`src/design/lmqsr_pkg.sv`:
```
package lmqsr_pkg;

  // Item opcodes.
  localparam logic OP_WRITE = 1'b0;
  localparam logic OP_TICK  = 1'b1;

  // Configuration register map.
  localparam int CFG_IW = 1;
  localparam int CFG_DW = 5;
  localparam logic [CFG_IW-1:0] CFG_ROW_BYTES = 1'b0;
  localparam logic [CFG_IW-1:0] CFG_SCAN_RATE = 1'b1;

  // Result buffer depth and the width of its fill level.
  localparam int OBUF_DEPTH = 4;
  localparam int OBUF_LW    = 3;

  typedef struct packed {
    logic       opcode;
    logic [8:0] write_address;
    logic [7:0] write_byte;
  } in_t;

  typedef struct packed {
    logic [7:0] shift_byte;
    logic [2:0] row_select;
    logic       latch_last;
  } out_t;

  // One classified command waiting between front and back.
  typedef struct packed {
    logic       is_tick;
    logic [8:0] addr;
    logic [7:0] data;
  } cmd_t;

  typedef struct packed {
    logic valid;
    cmd_t cmd;
  } q_head_t;

endpackage

```
`src/design/led_matrix_quarter_scan_refresh_top.sv`:
```
// Channel  | Direction | Handshake            | Payload
// ---------+-----------+----------------------+----------------------------------------
// in_      | input     | in_valid / in_ready  | in_data: opcode, write_address, write_byte
// out_     | output    | out_valid / out_ready| out_data: shift_byte, row_select, latch_last
// cfg_     | input     | cfg_we (no wait)     | cfg_index, cfg_wdata
//
// A write item is written to the frame store as it is popped. A tick item passes a set-up state and
// then issues 4*row_bytes frame store reads, one result each.
// After reset the frame store is swept to zero, one byte a cycle;
// in_ready stays low during the sweep while configuration writes are still taken.
// A two-entry command queue lets input items be taken while a tick is running, and a
// four-entry result buffer absorbs stalls on out_ready without losing reads in flight.
module led_matrix_quarter_scan_refresh_top #(
  parameter int FRAME_BYTES = 512
) (
  input  logic                          clk,
  input  logic                          rst_n,
  input  logic                          in_valid,
  output logic                          in_ready,
  input  lmqsr_pkg::in_t                in_data,
  output logic                          out_valid,
  input  logic                          out_ready,
  output lmqsr_pkg::out_t               out_data,
  input  logic                          cfg_we,
  input  logic [lmqsr_pkg::CFG_IW-1:0]  cfg_index,
  input  logic [lmqsr_pkg::CFG_DW-1:0]  cfg_wdata
);
  import lmqsr_pkg::*;

  // Configuration registers hold the written values (the scan rate keeps its low four bits); the back end clamps them.
  logic [4:0] row_bytes_r;
  logic [3:0] scan_rate_r;

  q_head_t            q_head;
  logic               q_pop;
  logic               clearing;
  logic [OBUF_LW-1:0] obuf_level;
  logic               obuf_push;
  out_t               obuf_data;

  always_ff @(posedge clk) begin
    if (!rst_n) begin
      row_bytes_r <= 5'd4;
      scan_rate_r <= 4'd4;
    end else if (cfg_we) begin
      if (cfg_index == CFG_ROW_BYTES) begin
        row_bytes_r <= cfg_wdata;
      end
      if (cfg_index == CFG_SCAN_RATE) begin
        scan_rate_r <= cfg_wdata[3:0];
      end
    end
  end

  // Front end: takes items, drops writes beyond the store and queues the rest.
  lmqsr_front #(
    .FRAME_BYTES(FRAME_BYTES)
  ) u_front (
    .clk      (clk),
    .rst_n    (rst_n),
    .in_valid (in_valid),
    .in_ready (in_ready),
    .in_data  (in_data),
    .clearing (clearing),
    .q_head   (q_head),
    .q_pop    (q_pop)
  );

  // Back end: owns the frame store and the scan index, and walks the tick addresses.
  lmqsr_back #(
    .FRAME_BYTES(FRAME_BYTES)
  ) u_back (
    .clk        (clk),
    .rst_n      (rst_n),
    .row_bytes  (row_bytes_r),
    .scan_rate  (scan_rate_r),
    .q_head     (q_head),
    .q_pop      (q_pop),
    .clearing   (clearing),
    .obuf_level (obuf_level),
    .obuf_push  (obuf_push),
    .obuf_data  (obuf_data)
  );

  // Result buffer: reads are only issued while it has room for them.
  lmqsr_obuf u_obuf (
    .clk       (clk),
    .rst_n     (rst_n),
    .push      (obuf_push),
    .push_data (obuf_data),
    .level     (obuf_level),
    .out_valid (out_valid),
    .out_ready (out_ready),
    .out_data  (out_data)
  );

endmodule

```
`src/design/lmqsr_front.sv`:
```
module lmqsr_front #(
  parameter int FRAME_BYTES = 512
) (
  input  logic              clk,
  input  logic              rst_n,
  input  logic              in_valid,
  output logic              in_ready,
  input  lmqsr_pkg::in_t    in_data,
  input  logic              clearing,
  output lmqsr_pkg::q_head_t q_head,
  input  logic              q_pop
);
  import lmqsr_pkg::*;

  cmd_t       q_mem_r [2];
  logic       wptr_r, wptr_nxt;
  logic       rptr_r, rptr_nxt;
  logic [1:0] cnt_r, cnt_nxt;
  logic       accept, keep, pop;
  cmd_t       cmd_in;

  assign in_ready = (cnt_r != 2'd2) && !clearing;
  assign accept   = in_valid && in_ready;

  // Writes that fall outside the frame store are accepted and dropped here.
  assign keep = accept &&
                ((in_data.opcode == OP_TICK) || (in_data.write_address < FRAME_BYTES));
  assign pop  = q_pop && (cnt_r != 2'd0);

  always_comb begin
    cmd_in.is_tick = (in_data.opcode == OP_TICK);
    cmd_in.addr    = in_data.write_address;
    cmd_in.data    = in_data.write_byte;
  end

  assign q_head.valid = (cnt_r != 2'd0);
  assign q_head.cmd   = q_mem_r[rptr_r];

  always_comb begin
    wptr_nxt = keep ? ~wptr_r : wptr_r;
    rptr_nxt = pop ? ~rptr_r : rptr_r;
    cnt_nxt  = cnt_r + 2'(keep) - 2'(pop);
  end

  always_ff @(posedge clk) begin
    if (!rst_n) begin
      wptr_r <= 1'b0;
      rptr_r <= 1'b0;
      cnt_r  <= 2'd0;
    end else begin
      wptr_r <= wptr_nxt;
      rptr_r <= rptr_nxt;
      cnt_r  <= cnt_nxt;
    end
  end

  always_ff @(posedge clk) begin
    if (keep) begin
      q_mem_r[wptr_r] <= cmd_in;
    end
  end

endmodule

```
`src/design/lmqsr_back.sv`:
```
module lmqsr_back #(
  parameter int FRAME_BYTES = 512
) (
  input  logic                           clk,
  input  logic                           rst_n,
  input  logic [4:0]                     row_bytes,
  input  logic [3:0]                     scan_rate,
  input  lmqsr_pkg::q_head_t             q_head,
  output logic                           q_pop,
  output logic                           clearing,
  input  logic [lmqsr_pkg::OBUF_LW-1:0]  obuf_level,
  output logic                           obuf_push,
  output lmqsr_pkg::out_t                obuf_data
);
  import lmqsr_pkg::*;

  localparam int AW = $clog2(FRAME_BYTES);

  typedef enum logic [3:0] {
    ST_IDLE  = 4'b0001,
    ST_CLEAR = 4'b0010,
    ST_SETUP = 4'b0100,
    ST_RUN   = 4'b1000
  } state_t;

  function automatic logic [4:0] clamp_rb(input logic [4:0] v);
    if (v == 5'd0) return 5'd1;
    if (v > 5'd16) return 5'd16;
    return v;
  endfunction

  function automatic logic [3:0] clamp_sr(input logic [3:0] v);
    if (v == 4'd0) return 4'd1;
    if (v > 4'd8) return 4'd8;
    return v;
  endfunction

  logic [7:0] mem [FRAME_BYTES];

  state_t     state_r, state_nxt;
  logic [AW-1:0] clr_cnt_r;
  logic [2:0] scan_r;
  logic [6:0] col_r;
  logic [7:0] stride_r;
  logic [8:0] stride3_r;
  logic [3:0] i_r;
  logic [1:0] g_r;
  logic [3:0] rb_m1_r;
  logic       pend_r;
  logic       pend_inr_r;
  logic       pend_last_r;
  logic [2:0] pend_row_r;
  logic [7:0] rd_data_r;

  logic [4:0] rb;
  logic [3:0] sr;
  logic [4:0] sr3;
  logic [7:0] base_w;
  logic [7:0] stride_w;
  logic [8:0] stride3_w;
  logic [8:0] gmul;
  logic [9:0] addr;
  logic       in_range;
  logic       room;
  logic       issue;
  logic       last;
  logic [3:0] scan_inc;
  logic       clr_done;
  logic       wr_en;
  logic [AW-1:0] wr_idx;
  logic [7:0] wr_data;

  assign rb        = clamp_rb(row_bytes);
  assign sr        = clamp_sr(scan_rate);
  assign sr3       = 5'(sr) + {sr, 1'b0};
  assign base_w    = 8'(rb) * 8'(scan_r);
  assign stride_w  = 8'(rb) * 8'(sr);
  assign stride3_w = 9'(rb) * 9'(sr3);

  always_comb begin
    case (g_r)
      2'd3:    gmul = stride3_r;
      2'd2:    gmul = {stride_r, 1'b0};
      2'd1:    gmul = 9'(stride_r);
      default: gmul = 9'd0;
    endcase
  end

  assign addr     = 10'(col_r) + 10'(gmul);
  assign in_range = (addr < FRAME_BYTES);
  assign room     = ((4'(obuf_level) + 4'(pend_r)) < 4'(OBUF_DEPTH));
  assign issue    = (state_r == ST_RUN) && room;
  assign last     = (g_r == 2'd0) && (i_r == rb_m1_r);
  assign scan_inc = 4'(scan_r) + 4'd1;
  assign clr_done = (clr_cnt_r == AW'(FRAME_BYTES - 1));

  assign clearing = (state_r == ST_CLEAR);
  assign q_pop    = (state_r == ST_IDLE) && q_head.valid;

  assign wr_en   = clearing || (q_pop && !q_head.cmd.is_tick);
  assign wr_idx  = clearing ? clr_cnt_r : AW'(q_head.cmd.addr);
  assign wr_data = clearing ? 8'd0 : q_head.cmd.data;

  always_comb begin
    state_nxt = state_r;
    unique case (state_r)
      ST_CLEAR: if (clr_done) state_nxt = ST_IDLE;
      ST_IDLE:  if (q_head.valid && q_head.cmd.is_tick) state_nxt = ST_SETUP;
      ST_SETUP: state_nxt = ST_RUN;
      ST_RUN:   if (issue && last) state_nxt = ST_IDLE;
      default:  state_nxt = ST_IDLE;
    endcase
  end

  always_ff @(posedge clk) begin
    if (!rst_n) begin
      state_r   <= ST_CLEAR;
      clr_cnt_r <= '0;
      scan_r    <= 3'd0;
      pend_r    <= 1'b0;
    end else begin
      state_r <= state_nxt;
      pend_r  <= issue;
      if (clearing) begin
        clr_cnt_r <= clr_cnt_r + 1'b1;
      end
      if (issue && last) begin
        scan_r <= (scan_inc >= 4'(sr)) ? 3'd0 : scan_inc[2:0];
      end
    end
  end

  // Address walk: group offsets descend within a column, then the column steps.
  always_ff @(posedge clk) begin
    if (state_r == ST_SETUP) begin
      col_r     <= base_w[6:0];
      stride_r  <= stride_w;
      stride3_r <= stride3_w;
      rb_m1_r   <= 4'(rb - 5'd1);
      i_r       <= 4'd0;
      g_r       <= 2'd3;
    end else if (issue) begin
      g_r <= g_r - 2'd1;
      if (g_r == 2'd0) begin
        i_r   <= i_r + 4'd1;
        col_r <= col_r + 7'd1;
      end
    end
    if (issue) begin
      pend_inr_r  <= in_range;
      pend_last_r <= last;
      pend_row_r  <= last ? scan_r : 3'd0;
    end
  end

  always_ff @(posedge clk) begin
    if (wr_en) begin
      mem[wr_idx] <= wr_data;
    end
    if (issue) begin
      rd_data_r <= mem[AW'(addr)];
    end
  end

  assign obuf_push            = pend_r;
  assign obuf_data.shift_byte = pend_inr_r ? rd_data_r : 8'd0;
  assign obuf_data.row_select = pend_row_r;
  assign obuf_data.latch_last = pend_last_r;

endmodule

```
`src/design/lmqsr_obuf.sv`:
```
module lmqsr_obuf (
  input  logic                          clk,
  input  logic                          rst_n,
  input  logic                          push,
  input  lmqsr_pkg::out_t               push_data,
  output logic [lmqsr_pkg::OBUF_LW-1:0] level,
  output logic                          out_valid,
  input  logic                          out_ready,
  output lmqsr_pkg::out_t               out_data
);
  import lmqsr_pkg::*;

  localparam int PW = $clog2(OBUF_DEPTH);

  out_t            buf_r [OBUF_DEPTH];
  logic [PW-1:0]   wptr_r;
  logic [PW-1:0]   rptr_r;
  logic [OBUF_LW-1:0] cnt_r, cnt_nxt;
  logic            pop;

  assign out_valid = (cnt_r != '0);
  assign out_data  = buf_r[rptr_r];
  assign pop       = out_valid && out_ready;
  assign level     = cnt_r;
  assign cnt_nxt   = cnt_r + OBUF_LW'(push) - OBUF_LW'(pop);

  always_ff @(posedge clk) begin
    if (!rst_n) begin
      wptr_r <= '0;
      rptr_r <= '0;
      cnt_r  <= '0;
    end else begin
      cnt_r <= cnt_nxt;
      if (push) begin
        wptr_r <= wptr_r + 1'b1;
      end
      if (pop) begin
        rptr_r <= rptr_r + 1'b1;
      end
    end
  end

  always_ff @(posedge clk) begin
    if (push) begin
      buf_r[wptr_r] <= push_data;
    end
  end

endmodule

```
`config.mk`:
```
export PLATFORM = sky130hd
export DESIGN_NAME = led_matrix_quarter_scan_refresh_top
export DESIGN_NICKNAME = d
export VERILOG_FILES = /design/src/design/lmqsr_pkg.sv /design/src/design/led_matrix_quarter_scan_refresh_top.sv /design/src/design/lmqsr_front.sv /design/src/design/lmqsr_back.sv /design/src/design/lmqsr_obuf.sv
export SDC_FILE = /design/constraint.sdc
export NUM_CORES = 2
export LEC_CHECK = 0
export BUFFER_PORTS_ARGS = -buffer_cell sky130_fd_sc_hd__buf_2
export CORE_MARGIN = 10
export CORE_UTILIZATION = 50
export CTS_CLUSTER_DIAMETER = 80
export DETAILED_ROUTE_END_ITERATION = 8
export PLACE_DENSITY = 0.71
export SETUP_SLACK_MARGIN = 0.5
export SLEW_MARGIN = 20
export SYNTH_ARGS = -nofsm -noshare
export SYNTH_HDL_FRONTEND = slang
export SYNTH_HIERARCHICAL = 1
export SYNTH_MEMORY_MAX_BITS = 65536
export SYNTH_SLANG_ARGS = --single-unit
export TNS_END_PERCENT = 50
```
`constraint.sdc`:
```
create_clock -name clk -period 13.8 [get_ports clk]
set_input_delay 2.76 -clock clk [delete_from_list [all_inputs] [get_ports clk]]
set_output_delay 2.76 -clock clk [all_outputs]
set_load 0.02 [all_outputs]
```
==> flow_results.org <==
** Timing
- Final setup skew :: 0.0461 ns
- Based on the critical path, the design can be clocked at up to around 130 MHz.
- Setup-violating endpoint count in the final report :: 0
- Transition time at the pin with the least slew margin :: ~1.2 ns
- Smallest setup slack after layout :: a little over 6 ns
- Min Tclk post-route :: 7.65 ns
- The final count of hold timing violations is 0.
- Setup repair after global routing left no endpoint under its margin.
- Fin. max-slew vios :: 0
- Dividing the final minimum period by the clock period gives 55.5%.
- Setup_tns :: 0 ns
- Headroom to the max-slew limit :: around a fifth

** Routing
- In the final routed layout, each cell accounts on average for approximately 32 um.
- The first routing iteration left around 11k violations.
- The detail route stage leaves a number of antenna-violating nets equal to 0.
- Iteration count of the initial detailed-routing pass :: 7
- Vias after detailed routing :: 80.9k
- Total wire length after detailed routing :: around 400000 um
- For this run, design rule violations remaining after detail routing come to 0.
- Routed via count divided by cell count :: 6.44

** Placed design
- Placed cell count :: 11.8k
- Input and output buffers added on the ports amount to 42.
- After legalization and detailed placement, the total HPWL measured ~230000 um.
- At the placement stage, the worst setup path has a slack of 6.28 ns.
- Final RePlAce weighted congestion :: approximately 0.84
- After detailed placement, the total cell area comes to between 0.15 and 0.2 sq mm.

** Clock network
- CTS tree :: yes
- Sinks on Clock Net :: 4266
- Maximum root-to-sink buffer count :: 4
- After clock tree synthesis, the flow added hold-fix buffers numbering 0.
- Clk slew on worst S/H paths :: 0.06 ns
- Root Driver :: sky130_fd_sc_hd__clkbuf_16
- The clock reaches the later pin of the worst-skew pair after ~0.92 ns.
- Max H-tree Level :: 5
- Post-CTS Repair Setup Buffers :: 0
- The number of clock buffers added by TritonCTS is about 410.
- The number of gates resized after CTS was 0.

** Floorplan
- The floorplan step defined a core boundary enclosing 0.334 sq mm.
- Die height :: 599 um
- Number of top-level design ports :: 43
- Site row count :: 212
- Initial core utilization :: between 50% and 60%
- DIE AREA :: 0.359 sq mm
- Chip Width :: 599 um

** Worst setup path
- Reg2Reg Depth :: 16
- STA classifies the critical path endpoint as a flop.
- Data on the critical path arrives at its endpoint at a little over 8 ns.
- Worst R2R Start :: u_back/g_r[0]
- Maximum fanout along the worst path :: between 100 and 150
- Setup slack on the worst reg-to-reg path comes out at between 6 and 7 ns.
- Crit. Startpoint :: u_back/g_r[0]
- The critical path ends at u_back/rd_data_r[6].
- Required time at the worst-slack endpoint :: 14.42 ns
- In this run the critical register-to-register path is captured at u_back/rd_data_r[6].
- STA classifies the critical path startpoint as a flop.
- The critical path is of the reg2reg type.

** Final layout
- Final std cells w/o fill :: around 13k
- Filler Cell Count :: between 20k and 25k
- At the end of the flow the core is filled with cells to between 50% and 60%.
- The finished cells cover 0.186 sq mm.
- Relative area change from synthesis to final layout :: 10.7%
- Share of layout cells above drive strength 1 :: roughly 25%
- Layout net count :: 7952

** Logic synthesis
- Count leader, synth :: sky130_fd_sc_hd__edfxtp_1
- Synthesis produced just under 8k cells.
- Library cell occupying the most area in the post-synthesis netlist :: sky130_fd_sc_hd__edfxtp_1
- In this run, distinct cell masters in the synthesized netlist total slightly below 80.
- Most area-consuming cells after synthesis :: sky130_fd_sc_hd__edfxtp_1 76%, sky130_fd_sc_hd__mux4_2 17%, sky130_fd_sc_hd__nor2_1 1.3%
- Average instance area after synthesis :: roughly 22 sq um
- Counting flops with a built-in enable in the synthesized netlist gives 4220.
- Async SR Flop Fraction :: 0%
- Cell area after technology mapping :: 0.168 sq mm
- By count the netlist is led by 4220 x sky130_fd_sc_hd__edfxtp_1, 1235 x sky130_fd_sc_hd__mux4_2, 570 x sky130_fd_sc_hd__nor2_1.
- Part of the Yosys area used for sequential elements :: between 70% and 80%
- Among all flip-flop cells after synthesis, the most frequent one is sky130_fd_sc_hd__edfxtp_1.
- Number of warnings issued by yosys :: 6
- Area share of the leading cell type in the synthesized netlist :: between 70% and 80%
- Count of state elements after synthesis :: 4266
- Syn_nets :: roughly 8k

** Run status
- Result of the run :: finished clean

** Power and ir drop
- The worst-case IR drop observed on VDD is 111 uV.
- Summed over all cells, the static leakage comes to 0.0546 uW.
- For this design the ratio of total power to cell area is roughly 130 mW/mm^2.

** Global route
- Global routing used under 10% of the available met3 tracks.
- GRT overflow :: 0
- Antenna violations before repair :: 16
- In this run the most used layer during global routing was met2.
- Global routing consumed, on the met2 layer, 34.7% of the routing resources.
- Global-route wire length before repair :: 584000 um
- Maximum number of pins on one net before global-route repair :: 242
- All-Layer GR Usage :: between 20 and 25%
- In the global route stage, met1 resource usage came out at a little under a third.
- Vias in the first global route :: 80.7k

** Hold path
- The worst hold path belongs to the class reg2reg.

** Job
- The tool flagged a number of max-cap violations equal to 0.
registers in the layout, indices dropped and copies added, names as in the netlist, 3 cells and up, named ones only:
signal             count
row_bytes_r            5
u_back/scan_r          3
scan_rate_r            4
u_obuf/buf_r          48
u_back/state_r         4
u_back/mem          4096
u_back/clr_cnt_r       9
u_obuf/level           3
u_back/col_r           7
u_back/stride_r        8
u_back/pend_row_r      3
u_back/stride3_r       8
u_back/i_r             4
u_back/rb_m1_r         4
u_front/q_mem_r       36
u_back/rd_data_r       8
logic make-up after synthesis:
kind of cell,share of synthesized area [%]
AO/OA/AOI/OAI,1.07
XOR/XNOR,0.254
adder cells (fa/ha/maj),0.735
buffers and inverters,1.38
flip-flops,76.1
multiplexers,17.5
AND/OR/NAND/NOR,2.94
where the power goes:
part / leakage [uW] / switching (uW) / internal [uW]
Clock: 0.00617 / 4620 / 6090
Sequential: 0.0371 / 24.5 / 14000
Combinational: 0.0114 / 126 / 66.0
Total: 0.0546 / 4770 / 20200
critical path, stage by stage, from the launching register on:
cell                        delay (ns)
sky130_fd_sc_hd__dfxtp_1          0.35
sky130_fd_sc_hd__inv_1            0.10
sky130_fd_sc_hd__ha_1             0.67
sky130_fd_sc_hd__nor3b_1          0.19
sky130_fd_sc_hd__ha_4             0.23
sky130_fd_sc_hd__fa_4             1.43
sky130_fd_sc_hd__buf_12           0.58
sky130_fd_sc_hd__buf_4            0.62
sky130_fd_sc_hd__buf_4            0.71
sky130_fd_sc_hd__mux4_2           0.42
sky130_fd_sc_hd__nand2_1          0.10
sky130_fd_sc_hd__nand2_1          0.10
sky130_fd_sc_hd__o211ai_1         0.19
sky130_fd_sc_hd__o21ai_0          0.13
sky130_fd_sc_hd__o2111a_1         0.41
sky130_fd_sc_hd__o31ai_1          0.75
sky130_fd_sc_hd__o2111ai_1        0.21
how the worst min path moves through the flow:
stage / slack [ns] / cells past startpoint / endpoint / startpoint
after detailed placement: 0.47 / 2 / scan_rate_r[0] / scan_rate_r[0]
after global placement: 0.45 / 2 / scan_rate_r[0] / scan_rate_r[0]
after global routing: 0.49 / 2 / scan_rate_r[0] / scan_rate_r[0]
final: 0.47 / 2 / scan_rate_r[0] / scan_rate_r[0]
after floorplan: 0.43 / 2 / scan_rate_r[0] / scan_rate_r[0]
after CTS: 0.48 / 2 / scan_rate_r[0] / scan_rate_r[0]
layer usage:
layer  up-vias  share of wire (%)
li1      32300                  -
met1     43300                 38
met2      4686                 48
met3       639                 10
met4        10                3.4
met5         -              0.018
layout make-up:
| type | instances | area [sq um] | share of cell area [%] |
|---|---|---|---|
| clock inverters | 215 | 1840 | 0.993 |
| multi-input cells | 2928 | 38200 | 20.6 |
| flip-flops and latches | 4266 | 128000 | 68.7 |
| repair buffers | 172 | 1490 | 0.801 |
| well taps | 4387 | 5490 | 2.96 |
| diodes | 9 | 22.5 | 0.0121 |
| clock buffers | 512 | 10800 | 5.79 |
| inverters | 64 | 240 | 0.129 |
per-stage QoR:
stage,hold WS [ns],total power [uW]
4_1_cts,0.482,25100
5_1_grt,0.493,25600
6_report,0.474,25000
3_3_place_gp,0.453,14500
2_1_floorplan,0.432,14400
3_5_place_dp,0.465,14500
cells in the final DEF (no fill, tap or decap), drive strengths merged, types with 27 or more instances in the layout:
cell and instances:
dfxtp 46, a21oi 38, buf 172, clkbuf 512, edfxtp 4220, o21ai 44, mux2i 104, inv 68
nor2 570, bufinv 32, and2 60, nand2 338, nand4 30, nand3 52, mux4 1237, ha 65
mux2 46, xnor2 27, clkinv 174
Note: power is estimated with default switching activity, not from simulation.
